### config.mk
export PLATFORM = sky130hd
export DESIGN_NAME = block_cache_tag_store_lru
export DESIGN_NICKNAME = d
export VERILOG_FILES = /design/src/bctsl_pkg.sv /design/src/bctsl_ram.sv /design/src/block_cache_tag_store_lru.sv
export VERILOG_INCLUDE_DIRS = /design/src /design/src/src
export SDC_FILE = /design/constraint.sdc
export NUM_CORES = 2
export LEC_CHECK = 0
export BUFFER_PORTS_ARGS = -buffer_cell sky130_fd_sc_hd__clkbuf_2
export CAP_MARGIN = 20
export CELL_PAD_IN_SITES_DETAIL_PLACEMENT = 0
export CELL_PAD_IN_SITES_GLOBAL_PLACEMENT = 2
export CORE_MARGIN = 2
export CORE_UTILIZATION = 31
export DETAILED_ROUTE_END_ITERATION = 8
export GPL_TIMING_DRIVEN = 1
export PLACE_DENSITY_LB_ADDON = 0.1
export SLEW_MARGIN = 5
export SYNTH_ARGS = -nofsm -noshare
export SYNTH_HDL_FRONTEND = slang
export SYNTH_HIERARCHICAL = 1
export SYNTH_SLANG_ARGS = --single-unit
### constraint.sdc
create_clock -name clk -period 11.1 [get_ports clk]
set_input_delay 0 -clock clk [delete_from_list [all_inputs] [get_ports clk]]
set_output_delay 0 -clock clk [all_outputs]
set_load 0.01 [all_outputs]
### src/block_cache_tag_store_lru_assert.svh
// assertion macros for the block cache tag store
// expects clk and rst_n in the scope of the module that includes it
`ifndef BLOCK_CACHE_TAG_STORE_LRU_ASSERT_SVH
`define BLOCK_CACHE_TAG_STORE_LRU_ASSERT_SVH

// property that holds at every clock edge out of reset
`define BCT_CHECK(lbl, expr, msg) \
  lbl: assert property (@(posedge clk) disable iff (!rst_n) (expr)) else $error(msg);

// antecedent in one cycle implies consequent in the next
`define BCT_IMPLY(lbl, ante, cons, msg) \
  lbl: assert property (@(posedge clk) disable iff (!rst_n) (ante) |=> (cons)) else $error(msg);

`endif

### src/bctsl_pkg.sv
// shared types and codes for the block cache tag store
// no dependencies
`timescale 1ns / 1ps

package bctsl_pkg;

  localparam int ENTRIES_DEF    = 16;
  localparam int BLOCK_BITS_DEF = 48;

  localparam int OP_W    = 3;
  localparam int DEV_W   = 8;
  localparam int BLK_W   = 48;
  localparam int STAMP_W = 48;
  localparam int CNT_W   = 32;
  localparam int STAT_W  = 2;
  localparam int ACT_W   = 2;
  localparam int SLOT_W  = 4;
  localparam int DTOT_W  = 5;

  localparam logic [OP_W-1:0] OP_GET_RD = 3'd0;
  localparam logic [OP_W-1:0] OP_GET_WR = 3'd1;
  localparam logic [OP_W-1:0] OP_MARK   = 3'd2;
  localparam logic [OP_W-1:0] OP_WB     = 3'd3;
  localparam logic [OP_W-1:0] OP_INVAL  = 3'd4;
  localparam logic [OP_W-1:0] OP_SYNC   = 3'd5;

  localparam logic [STAT_W-1:0] ST_OK        = 2'd0;
  localparam logic [STAT_W-1:0] ST_NO_SPACE  = 2'd1;
  localparam logic [STAT_W-1:0] ST_NOT_FOUND = 2'd2;
  localparam logic [STAT_W-1:0] ST_BAD_DEV   = 2'd3;

  localparam logic [ACT_W-1:0] ACT_NONE = 2'd0;
  localparam logic [ACT_W-1:0] ACT_FILL = 2'd1;
  localparam logic [ACT_W-1:0] ACT_WB   = 2'd2;

  localparam logic [DEV_W-1:0] DEV_NONE = 8'd0;

  typedef struct packed {
    logic [OP_W-1:0]  operation;
    logic [DEV_W-1:0] device_id;
    logic [BLK_W-1:0] block_number;
  } in_item_t;

  typedef struct packed {
    logic [STAT_W-1:0] status;
    logic [ACT_W-1:0]  action;
    logic [SLOT_W-1:0] slot_index;
    logic [DEV_W-1:0]  out_device;
    logic [BLK_W-1:0]  out_block;
    logic              last;
    logic [CNT_W-1:0]  hit_total;
    logic [CNT_W-1:0]  miss_total;
    logic [DTOT_W-1:0] dirty_total;
  } out_item_t;

endpackage

### src/bctsl_ram.sv
// generic single write port ram with registered read
// depends on bctsl_pkg for default sizes
`timescale 1ns / 1ps

module bctsl_ram import bctsl_pkg::*; #(
  parameter int WIDTH = DEV_W + BLK_W + STAMP_W,
  parameter int DEPTH = ENTRIES_DEF
) (
  input  logic                     clk,
  input  logic                     we,
  input  logic [$clog2(DEPTH)-1:0] waddr,
  input  logic [WIDTH-1:0]         wdata,
  input  logic                     re,
  input  logic [$clog2(DEPTH)-1:0] raddr,
  output logic [WIDTH-1:0]         rdata
);

  logic [WIDTH-1:0] mem [DEPTH];

  always_ff @(posedge clk) begin
    if (we) begin
      mem[waddr] <= wdata;
    end
    if (re) begin
      rdata <= mem[raddr];
    end
  end

endmodule

### src/block_cache_tag_store_lru.sv
// channel  | ports                           | moves
// input    | in_valid in_stall in_data       | one request transaction
// result   | out_valid out_stall out_payload | one result, one or more for sync
//
// a request walks the tag ram one slot per cycle through a single read port and
// one stamp comparator; an early hit ends the walk
// a sync pauses the walk at every dirty slot until the output register is free for its writeback result
// requests with device zero and an operation up to writeback, or with an unused code, skip the walk
// reset clears valid and dirty bits, counters and the use clock at once
// in_stall is high from acceptance until the last result is in the output register
// uses bctsl_pkg, bctsl_ram and the assertion macro header
`timescale 1ns / 1ps

module block_cache_tag_store_lru import bctsl_pkg::*; #(
  parameter int ENTRIES    = ENTRIES_DEF,
  parameter int BLOCK_BITS = BLOCK_BITS_DEF
) (
  input  logic      clk,
  input  logic      rst_n,
  input  logic      in_valid,
  output logic      in_stall,
  input  in_item_t  in_data,
  output logic      out_valid,
  input  logic      out_stall,
  output out_item_t out_payload
);

  localparam int IW = $clog2(ENTRIES);
  localparam int CW = $clog2(ENTRIES + 1);
  localparam int SB = (BLOCK_BITS < BLK_W) ? BLOCK_BITS : BLK_W;
  localparam int RW = DEV_W + SB + STAMP_W;
  localparam logic [IW:0] LAST_IDX  = (IW+1)'(ENTRIES - 1);
  localparam logic [IW:0] ENTRY_NUM = (IW+1)'(ENTRIES);

  localparam logic [1:0] S_IDLE  = 2'd0;
  localparam logic [1:0] S_SCAN  = 2'd1;
  localparam logic [1:0] S_FIN   = 2'd2;
  localparam logic [1:0] S_SEMIT = 2'd3;

  logic [1:0]         state_r, state_nxt;
  logic [OP_W-1:0]    op_r, op_nxt;
  logic [DEV_W-1:0]   dev_r, dev_nxt;
  logic [SB-1:0]      blk_r, blk_nxt;
  logic [ENTRIES-1:0] valid_r, valid_nxt;
  logic [ENTRIES-1:0] dirty_r, dirty_nxt;
  logic [CW-1:0]      dcnt_r, dcnt_nxt;
  logic [STAMP_W-1:0] use_clock_r, use_clock_nxt;
  logic [CNT_W-1:0]   hits_r, hits_nxt;
  logic [CNT_W-1:0]   misses_r, misses_nxt;
  logic [IW:0]        rd_idx_r, rd_idx_nxt;
  logic               rd_vld_r, rd_vld_nxt;
  logic [IW-1:0]      chk_idx_r, chk_idx_nxt;
  logic               hit_r, hit_nxt;
  logic [IW-1:0]      hit_idx_r, hit_idx_nxt;
  logic [DEV_W-1:0]   hit_dev_r, hit_dev_nxt;
  logic [SB-1:0]      hit_blk_r, hit_blk_nxt;
  logic               inv_found_r, inv_found_nxt;
  logic [IW-1:0]      inv_idx_r, inv_idx_nxt;
  logic               best_found_r, best_found_nxt;
  logic [IW-1:0]      best_idx_r, best_idx_nxt;
  logic [STAMP_W-1:0] best_stamp_r, best_stamp_nxt;
  logic               out_valid_r;
  out_item_t          out_payload_r, out_nxt;
  logic               out_load;
  logic               out_free;

  logic               ram_we;
  logic [IW-1:0]      ram_waddr;
  logic [RW-1:0]      ram_wdata;
  logic               ram_re;
  logic [IW-1:0]      ram_raddr;
  logic [RW-1:0]      ram_rdata;
  logic [DEV_W-1:0]   rd_dev;
  logic [SB-1:0]      rd_blk;
  logic [STAMP_W-1:0] rd_stamp;

  bctsl_ram #(
    .WIDTH (RW),
    .DEPTH (ENTRIES)
  ) u_tag_ram (
    .clk   (clk),
    .we    (ram_we),
    .waddr (ram_waddr),
    .wdata (ram_wdata),
    .re    (ram_re),
    .raddr (ram_raddr),
    .rdata (ram_rdata)
  );

  assign rd_dev   = ram_rdata[RW-1 -: DEV_W];
  assign rd_blk   = ram_rdata[STAMP_W +: SB];
  assign rd_stamp = ram_rdata[STAMP_W-1:0];

  assign in_stall    = (state_r != S_IDLE);
  assign out_valid   = out_valid_r;
  assign out_payload = out_payload_r;
  assign out_free    = !out_valid_r || !out_stall;

  always_comb begin
    logic               e_v;
    logic               e_d;
    logic               more;
    logic               reject;
    logic               touch;
    logic [IW-1:0]      touch_idx;
    logic [IW-1:0]      vic;
    logic [STAMP_W-1:0] tick;

    state_nxt      = state_r;
    op_nxt         = op_r;
    dev_nxt        = dev_r;
    blk_nxt        = blk_r;
    valid_nxt      = valid_r;
    dirty_nxt      = dirty_r;
    dcnt_nxt       = dcnt_r;
    use_clock_nxt  = use_clock_r;
    hits_nxt       = hits_r;
    misses_nxt     = misses_r;
    rd_idx_nxt     = rd_idx_r;
    rd_vld_nxt     = rd_vld_r;
    chk_idx_nxt    = chk_idx_r;
    hit_nxt        = hit_r;
    hit_idx_nxt    = hit_idx_r;
    hit_dev_nxt    = hit_dev_r;
    hit_blk_nxt    = hit_blk_r;
    inv_found_nxt  = inv_found_r;
    inv_idx_nxt    = inv_idx_r;
    best_found_nxt = best_found_r;
    best_idx_nxt   = best_idx_r;
    best_stamp_nxt = best_stamp_r;
    out_nxt        = out_payload_r;
    out_load       = 1'b0;
    ram_we         = 1'b0;
    ram_waddr      = '0;
    ram_wdata      = '0;
    ram_re         = 1'b0;
    ram_raddr      = '0;
    e_v            = 1'b0;
    e_d            = 1'b0;
    more           = 1'b0;
    touch          = 1'b0;
    touch_idx      = '0;
    vic            = '0;
    tick           = use_clock_r + STAMP_W'(1);
    reject         = (op_r <= OP_WB) && (dev_r == DEV_NONE);

    // any dirty slot beyond the one being written back
    for (int i = 0; i < ENTRIES; i++) begin
      if ((IW+1)'(i) > {1'b0, hit_idx_r} && dirty_r[i]) begin
        more = 1'b1;
      end
    end

    unique case (state_r)
      S_IDLE: begin
        if (in_valid) begin
          op_nxt         = in_data.operation;
          dev_nxt        = in_data.device_id;
          blk_nxt        = in_data.block_number[SB-1:0];
          rd_idx_nxt     = '0;
          rd_vld_nxt     = 1'b0;
          hit_nxt        = 1'b0;
          inv_found_nxt  = 1'b0;
          best_found_nxt = 1'b0;
          if (in_data.operation == OP_SYNC ||
              (in_data.operation <= OP_INVAL &&
               !(in_data.operation <= OP_WB && in_data.device_id == DEV_NONE))) begin
            state_nxt = S_SCAN;
          end else begin
            state_nxt = S_FIN;
          end
        end
      end

      S_SCAN: begin
        if (rd_idx_r < ENTRY_NUM) begin
          ram_re      = 1'b1;
          ram_raddr   = rd_idx_r[IW-1:0];
          rd_idx_nxt  = rd_idx_r + (IW+1)'(1);
          rd_vld_nxt  = 1'b1;
          chk_idx_nxt = rd_idx_r[IW-1:0];
        end else begin
          rd_vld_nxt = 1'b0;
        end
        if (rd_vld_r) begin
          e_v = valid_r[chk_idx_r];
          e_d = dirty_r[chk_idx_r];
          if (op_r == OP_SYNC) begin
            if (e_v && e_d) begin
              hit_nxt     = 1'b1;
              hit_idx_nxt = chk_idx_r;
              hit_dev_nxt = rd_dev;
              hit_blk_nxt = rd_blk;
              rd_vld_nxt  = 1'b0;
              state_nxt   = S_SEMIT;
            end else if ({1'b0, chk_idx_r} == LAST_IDX) begin
              state_nxt = S_FIN;
            end
          end else if (e_v && rd_dev == dev_r && rd_blk == blk_r) begin
            hit_nxt     = 1'b1;
            hit_idx_nxt = chk_idx_r;
            rd_vld_nxt  = 1'b0;
            state_nxt   = S_FIN;
          end else begin
            // replacement choice: first free slot, else oldest clean slot
            if (!e_v) begin
              if (!inv_found_r) begin
                inv_found_nxt = 1'b1;
                inv_idx_nxt   = chk_idx_r;
              end
            end else if (!e_d && (!best_found_r || rd_stamp < best_stamp_r)) begin
              best_found_nxt = 1'b1;
              best_idx_nxt   = chk_idx_r;
              best_stamp_nxt = rd_stamp;
            end
            if ({1'b0, chk_idx_r} == LAST_IDX) begin
              state_nxt = S_FIN;
            end
          end
        end
      end

      S_SEMIT: begin
        if (out_free) begin
          out_load              = 1'b1;
          out_nxt.status        = ST_OK;
          out_nxt.action        = ACT_WB;
          out_nxt.slot_index    = SLOT_W'(hit_idx_r);
          out_nxt.out_device    = hit_dev_r;
          out_nxt.out_block     = BLK_W'(hit_blk_r);
          out_nxt.last          = !more;
          out_nxt.hit_total     = hits_r;
          out_nxt.miss_total    = misses_r;
          out_nxt.dirty_total   = '0;
          dirty_nxt[hit_idx_r]  = 1'b0;
          dcnt_nxt              = dcnt_r - CW'(1);
          if (more) begin
            rd_idx_nxt = {1'b0, hit_idx_r} + (IW+1)'(1);
            rd_vld_nxt = 1'b0;
            state_nxt  = S_SCAN;
          end else begin
            state_nxt = S_IDLE;
          end
        end
      end

      S_FIN: begin
        if (out_free) begin
          out_load           = 1'b1;
          state_nxt          = S_IDLE;
          out_nxt.status     = ST_OK;
          out_nxt.action     = ACT_NONE;
          out_nxt.slot_index = '0;
          out_nxt.out_device = '0;
          out_nxt.out_block  = '0;
          out_nxt.last       = 1'b1;
          if (reject) begin
            out_nxt.status = ST_BAD_DEV;
          end else begin
            case (op_r) inside
              OP_GET_RD, OP_GET_WR: begin
                if (hit_r) begin
                  hits_nxt           = hits_r + CNT_W'(1);
                  touch              = 1'b1;
                  touch_idx          = hit_idx_r;
                  out_nxt.slot_index = SLOT_W'(hit_idx_r);
                  if (op_r == OP_GET_WR && !dirty_r[hit_idx_r]) begin
                    dirty_nxt[hit_idx_r] = 1'b1;
                    dcnt_nxt             = dcnt_r + CW'(1);
                  end
                end else begin
                  misses_nxt = misses_r + CNT_W'(1);
                  if (inv_found_r || best_found_r) begin
                    vic                = inv_found_r ? inv_idx_r : best_idx_r;
                    touch              = 1'b1;
                    touch_idx          = vic;
                    valid_nxt[vic]     = 1'b1;
                    dirty_nxt[vic]     = (op_r == OP_GET_WR);
                    if (op_r == OP_GET_WR) begin
                      dcnt_nxt = dcnt_r + CW'(1);
                    end
                    out_nxt.action     = ACT_FILL;
                    out_nxt.slot_index = SLOT_W'(vic);
                    out_nxt.out_device = dev_r;
                    out_nxt.out_block  = BLK_W'(blk_r);
                  end else begin
                    out_nxt.status = ST_NO_SPACE;
                  end
                end
              end
              OP_MARK: begin
                if (hit_r) begin
                  touch              = 1'b1;
                  touch_idx          = hit_idx_r;
                  out_nxt.slot_index = SLOT_W'(hit_idx_r);
                  if (!dirty_r[hit_idx_r]) begin
                    dirty_nxt[hit_idx_r] = 1'b1;
                    dcnt_nxt             = dcnt_r + CW'(1);
                  end
                end else begin
                  out_nxt.status = ST_NOT_FOUND;
                end
              end
              OP_WB: begin
                if (hit_r) begin
                  touch     = 1'b1;
                  touch_idx = hit_idx_r;
                  if (dirty_r[hit_idx_r]) begin
                    dirty_nxt[hit_idx_r] = 1'b0;
                    dcnt_nxt             = dcnt_r - CW'(1);
                    out_nxt.action       = ACT_WB;
                    out_nxt.slot_index   = SLOT_W'(hit_idx_r);
                    out_nxt.out_device   = dev_r;
                    out_nxt.out_block    = BLK_W'(blk_r);
                  end
                end
              end
              OP_INVAL: begin
                if (hit_r) begin
                  touch                = 1'b1;
                  touch_idx            = hit_idx_r;
                  valid_nxt[hit_idx_r] = 1'b0;
                  dirty_nxt[hit_idx_r] = 1'b0;
                  if (dirty_r[hit_idx_r]) begin
                    dcnt_nxt = dcnt_r - CW'(1);
                  end
                  out_nxt.slot_index = SLOT_W'(hit_idx_r);
                end else begin
                  out_nxt.status = ST_NOT_FOUND;
                end
              end
              default: begin
                out_nxt.action = ACT_NONE;
              end
            endcase
          end
          // every lookup hit or allocation advances the use clock and restamps the slot
          if (touch) begin
            use_clock_nxt = tick;
            ram_we        = 1'b1;
            ram_waddr     = touch_idx;
            ram_wdata     = {dev_r, blk_r, tick};
          end
          out_nxt.hit_total   = hits_nxt;
          out_nxt.miss_total  = misses_nxt;
          out_nxt.dirty_total = DTOT_W'(dcnt_nxt);
        end
      end

      default: begin
        state_nxt = S_IDLE;
      end
    endcase
  end

  always_ff @(posedge clk) begin
    if (!rst_n) begin
      state_r     <= S_IDLE;
      valid_r     <= '0;
      dirty_r     <= '0;
      dcnt_r      <= '0;
      use_clock_r <= '0;
      hits_r      <= '0;
      misses_r    <= '0;
      rd_vld_r    <= 1'b0;
      out_valid_r <= 1'b0;
    end else begin
      state_r     <= state_nxt;
      valid_r     <= valid_nxt;
      dirty_r     <= dirty_nxt;
      dcnt_r      <= dcnt_nxt;
      use_clock_r <= use_clock_nxt;
      hits_r      <= hits_nxt;
      misses_r    <= misses_nxt;
      rd_vld_r    <= rd_vld_nxt;
      if (out_load) begin
        out_valid_r <= 1'b1;
      end else if (!out_stall) begin
        out_valid_r <= 1'b0;
      end
    end
  end

  always_ff @(posedge clk) begin
    op_r         <= op_nxt;
    dev_r        <= dev_nxt;
    blk_r        <= blk_nxt;
    rd_idx_r     <= rd_idx_nxt;
    chk_idx_r    <= chk_idx_nxt;
    hit_r        <= hit_nxt;
    hit_idx_r    <= hit_idx_nxt;
    hit_dev_r    <= hit_dev_nxt;
    hit_blk_r    <= hit_blk_nxt;
    inv_found_r  <= inv_found_nxt;
    inv_idx_r    <= inv_idx_nxt;
    best_found_r <= best_found_nxt;
    best_idx_r   <= best_idx_nxt;
    best_stamp_r <= best_stamp_nxt;
    if (out_load) begin
      out_payload_r <= out_nxt;
    end
  end

`include "block_cache_tag_store_lru_assert.svh"

  `BCT_CHECK(a_dcnt_tracks, dcnt_r == CW'($countones(dirty_r)), "dirty count out of step")
  `BCT_CHECK(a_dirty_valid, (dirty_r & ~valid_r) == '0, "dirty bit on an invalid slot")
  `BCT_IMPLY(a_last_idle, out_load && out_nxt.last, state_r == S_IDLE, "busy after last result")
  `BCT_IMPLY(a_accept_go, in_valid && !in_stall, state_r == S_SCAN || state_r == S_FIN,
    "accepted request not started")

endmodule

# Word level (Yosys, flattened, before mapping)

Memories as Yosys holds them, arrays and structs flattened. A register that Yosys moved wholly into a read port is not among the register bits.
Index checks and enable logic that the tools add are counted.
Widths: inputs -> output; s select.

Flip-flop bits (word level): 474
Memory bits (writable): 1664
Input port bits: 63
Output and inout bits: 136
Logic and storage cells: 360
Memories: 1

Memory list:

| name          | words | width | rd ports | clocked after Yosys merged registers in | wr ports | line            | RTL |
|---|---|---|---|---|---|---|---|
| u_tag_ram.mem | 16    | 104   | 1        | 1                                       | 1        | bctsl_ram.sv:18 | `logic [WIDTH-1:0] mem [DEPTH];` |

$add $sub $neg: 7
Magnitude comparators: 25
Equality and inequality tests: 40
Multiplexer cells: 178
Bitwise operators: 10
Reduce and logical (&&, ||, !) cells: 67

Operators with widths:

| operator              | count |
|---|---|
| $mux 16               | 22 |
| $mux 104              | 3 |
| $mux 134              | 2 |
| $pmux 134 s2          | 1 |
| $mux 56               | 4 |
| $mux 32               | 6 |
| $mux 62               | 3 |
| $mux 5                | 19 |
| $mux 4                | 22 |
| $add 32x1->32 const B | 2 |
| $mux 1                | 63 |
| $mux 61               | 1 |
| $add 48x1->48 const B | 1 |
| $eq 48x48->1          | 1 |
| $lt 48x48->1          | 1 |
| $mux 2                | 18 |
| $and 16x16->16        | 2 |
| $gt 4x4->1 const A    | 8 |
| $or 16x16->16         | 2 |
| $pmux 16 s2           | 1 |
| $ne 2x2->1 const B    | 14 |
| $logic_and 1x1->1     | 25 |
| $reduce_and 4->1      | 5 |
| $reduce_and 6->1      | 3 |
| other kinds (47)      | 98 |

# Longest topological paths before layout

Word-level depth: 20
Mapped depth: 11
Mapped depth without buffers: 9

# Modules after synthesis

The synthesis kept the hierarchy.

Modules (own cells, without submodules):

| module                    | times used | cells an instance | area each (um^2) | sequential area each (um^2) |
|---|---|---|---|---|
| bctsl_ram                 | 1          | 2662              | 65297.6          | 53090.9 |
| block_cache_tag_store_lru | 1          | 2220              | 23517.6          | 12702.2 |

# Worst setup path before layout

No wires, ideal clock.

Path type: reg-to-reg
From: register dev_r[2]
To: memory u_tag_ram/mem[0][0] (netlist name), enable pin
Library setup time: 0.694 ns
Arrival: 9.617 ns
Path slack: 0.789 ns
Cell stages (with the launch flop): 10
Buffers on the path: 3
Clock period less this slack: 10.311 ns
Cells stage by stage: edfxtp_1 -> nor4_1 -> and3_1 -> or3_1 -> clkbuf_1 -> clkbuf_1 -> clkbuf_1 -> nor2_1 -> or3b_2 -> nor3_1

Elaborated cells on any way between the ends: 14
Those cells by class: mux (12); reduce/logical (2)

RTL lines:

| element                | line                             | RTL |
|---|---|---|
| from (decl)            | block_cache_tag_store_lru.sv:42  | `logic [DEV_W-1:0] dev_r, dev_nxt;` |
| from (signal assigned) | block_cache_tag_store_lru.sv:386 | `dev_r <= dev_nxt;` |
| $logic_not 8->1 *      | block_cache_tag_store_lru.sv:145 | `reject = (op_r <= OP_WB) && (dev_r == DEV_NONE);` |
| $logic_and 1x1->1 *    | block_cache_tag_store_lru.sv:145 |  |
| $mux 1                 | block_cache_tag_store_lru.sv:257 | `if (reject) begin` |
| $mux 1                 | block_cache_tag_store_lru.sv:248 | `if (out_free) begin` |
| $mux 1                 | block_cache_tag_store_lru.sv:154 | `unique case (state_r)` |
| $mux 4 *               | block_cache_tag_store_lru.sv:338 | `if (touch) begin` |
| $mux 4 *               | block_cache_tag_store_lru.sv:248 |  |
| $mux 4 *               | block_cache_tag_store_lru.sv:154 |  |
| via ram_waddr[2]       | block_cache_tag_store_lru.sv:68  | `logic [IW-1:0] ram_waddr;` |
| to (decl)              | bctsl_ram.sv:18                  |  |

Mark *: on every way through the listed nets, which the timed path passes. The rest lies on a longest branch. The select of a mux whose other input is x is not followed.

# Final worst setup path

From: register state_r[0]
To: memory u_tag_ram/mem[12][101] (netlist name), enable pin

Cells in the longest elaborated chain, start to end: 4
Elaborated cells on any way between the ends: 5
Those cells by class: eq/ne (1); mux (4)

Ends and longest elaborated chain:

| element                      | line                             | RTL |
|---|---|---|
| from (decl)                  | block_cache_tag_store_lru.sv:40  | `logic [1:0] state_r, state_nxt;` |
| from (signal assigned)       | block_cache_tag_store_lru.sv:368 | `state_r <= state_nxt;` |
| $eq 2x2->1 *                 | block_cache_tag_store_lru.sv:154 |  |
| $mux 1                       | block_cache_tag_store_lru.sv:154 |  |
| $mux 1                       | bctsl_ram.sv:21                  | `if (we) begin` |
| $mux 1 (not written as such) | bctsl_ram.sv:22                  | `mem[waddr] <= wdata;` |

Every way passes the cells marked *; elsewhere a longest branch is shown, timed or not.

==> reports/qor.yml <==
place_congestion: 0.737
routed_wl_um: 262000
yosys_most_used_dff: "edfxtp_1"
rows: 196
vias: 47193
numCtsBuffers: 264
maxSlewViolCount: 0
synthToLayoutAreaGrowth_pct: 17.6
synth_top_family_by_area: "multiplexers"
synth-edff-count: 2089
placed_area_um2: 94700
synth.mux.area_fraction_pct: 11.1
clk_path_buf_depth: 4
tightest_slew_ps: 1080
drt-initial-drc-count: 3925
period_share_pct: 52.9
synthAdderAreaFrac_pct: 0.747
drive_gt1_share_pct: 21.6
cts_root_buf: "clkbuf_16"
post_cts_resized: 0
cts_tree: "yes"
ys_ff_latch: 2242
syn_area_um2: 88800
final_cell_mix: "2,089 x edfxtp_1, 428 x mux4_2, 274 x clkbuf_16"
grt_max_degree: 119
start_kind: "flip-flop"
die_y_um: 539
yosysTopAreaCell: "edfxtp_1"
rsz0062_at_grt: "false"
synth.area.top_cells: "edfxtp_1 71%, mux4_2 11%, dfxtp_1 3.4%, a22oi_1 1.9%, xor2_1 1.4%"
io_buffers: 198
final_common_cell: "edfxtp_1"
die_area_um2: 291000
critPathKind: "reg -> reg"
ys_seq_area_share_pct: 74.1
synth_top_area_share_pct: 70.6
fin_util_pct: 36.6
cp_max_fo: 40
ant_nets: 0
status: "complete, no violations"
start_util_pct: 31.2
required_ps: 11580
power_density_nw_per_um2: 180
htree_levels: 5
first_global_vias: 48891
synth_compound_area_share_pct: 4.77
crit_arrival_ps: 6350
via_per_inst: 5.07
setup_viol: 0
cap_violations: 0
grt-ovfl-total: 0
end_kind: "flip-flop"
ir_worst_vdd_mv: 0.105
layout.nets: 5458
syn_area_per_cell_um2: 18.2
core-area_um2: 285000
max_slew_margin_pct: 27.7
first_pass_iters: 5
dpl.hpwl_um: 148000
cts_sinks: 2242
max_clock_freq_ghz: 0.170
synth_xor_area_share_pct: 2.37
clkLatencyLatePin_ps: 860
synth_warnings: 6
hold_violations: 0
min-delay-path-class: "in -> reg"
post_drt_wl_per_cell_um: 28.2
tns_ps: 0
synthArstFlopShare_pct: 0
netlist-cell-type-count: 69
drc: 0
grt_usage_pct: 17.8
synth_nets: 4998
synthSimpleGateAreaFrac_pct: 5.16
fillers: 26631
io_pins: 199
antenna_found_initial: 11
finClkSkew_ps: 35.9
clkTransAtPathRegs_ps: 60
p_leak_nw: 36.7
syn_inst: 4882
grt_pass1_wl_um: 375000
final_cell_area_um2: 104000
die_w_um: 539
min_period_ps: 5880
-- worst paths after layout --
kind                      startpoint                      to  slack [ps]  cells past startpoint
hold reg to reg   u_tag_ram/rdata[2]         best_stamp_r[2]         450                      0
setup reg to reg          state_r[0]  u_tag_ram/mem[12][101]        5220                      9
hold / removal           in_data[55]                dev_r[7]         120                      2
setup / recovery          state_r[0]  u_tag_ram/mem[12][101]        5220                      9
-- sequential cells by signal, summed over array words and instances, names as in the netlist, 3 cells and up, named ones only --
| register | flops |
|---|---|
| misses_r | 32 |
| inv_idx_r | 4 |
| u_tag_ram/rdata | 104 |
| best_idx_r | 4 |
| use_clock_r | 48 |
| blk_r | 48 |
| hit_blk_r | 48 |
| valid_r | 16 |
| u_tag_ram/mem | 1664 |
| best_stamp_r | 48 |
| hit_dev_r | 8 |
| chk_idx_r | 4 |
| op_r | 3 |
| dev_r | 8 |
| dcnt_r | 5 |
| hits_r | 32 |
| hit_idx_r | 4 |
| rd_idx_r | 5 |
| out_payload | 134 |
-- cell families (layout without fill, tap and decap cells) --
| kind of cell | count (synthesis) | after routing |
|---|---|---|
| muxes | 453 | 453 |
| DFF | 2242 | 2242 |
| and+or+nand+nor | 945 | 945 |
| AOI/OAI and AO/OA | 608 | 608 |
| buffers and inverters | 341 | 1004 |
| adders and majority gates | 53 | 53 |
| xor gates and xnor gates | 240 | 240 |
| other | 0 | 4 |
-- power breakdown --
part,total [mW],internal [mW],switching [mW]
Combinational,0.917,0.307,0.610
Clock,8.52,5.04,3.49
Sequential,9.37,9.26,0.112
-- metrics by stage --
step / std cells / setup WS (ps) / power [mW] / hold slack [ps]
floorplan: 4882 / 789 / 10.0 / 98.9
global placement: 8690 / 5160 / 10.5 / 180
detailed placement: 8705 / 5110 / 10.5 / 179
CTS: 9294 / 5050 / 19.1 / 58.3
global route: 9309 / 4930 / 19.5 / 102
finish: 9311 / 5220 / 18.8 / 117
-- metal layers --
metal	vias to the layer above	GRT usage [%]	wire length, µm
li1	20522	-	-
met1	25458	26.1	126000
met2	956	28.3	122000
met3	257	2.33	10000
met4	0	3.46	3920
met5	-	0	0
-- critical path, stage by stage (launching register included) --
cell and delay, ps:
dfxtp_1 550, and2b_1 320, buf_4 320, nand2_1 520, or3_4 810, inv_4 530
nand3_1 410, nor3_2 660, buf_4 590, buf_4 710
-- synth_stat cells, types with 75 or more instances --
cell type	number
xnor2_1	97
a21oi_1	112
edfxtp_1	2089
clkbuf_1	171
and2_1	87
o21ai_0	75
nor2_1	249
nand2_1	268
mux4_2	428
inv_1	79
dfxtp_1	153
a22oi_1	221
xor2_1	143
-- what timing repair did --
action	4_1_cts	5_1_grt
hold buffers	120	0
endpoints found under the setup margin	0	0
setup buffers	0	0
endpoints found under the hold margin	172	0
-- cell type report --
class / instances / area (µm²) / share of cell area, %
multi-input combinational: 2299 / 21700 / 20.8
tap: 3762 / 4710 / 4.51
antenna: 4 / 10.0 / 0.00959
timing repair buffer: 454 / 3460 / 3.32
sequential: 2242 / 65800 / 63.0
inverter: 81 / 314 / 0.301
clock inverter: 146 / 1330 / 1.28
clock buffer: 323 / 7060 / 6.76
No activity file was read; power rests on OpenSTA's default activity.
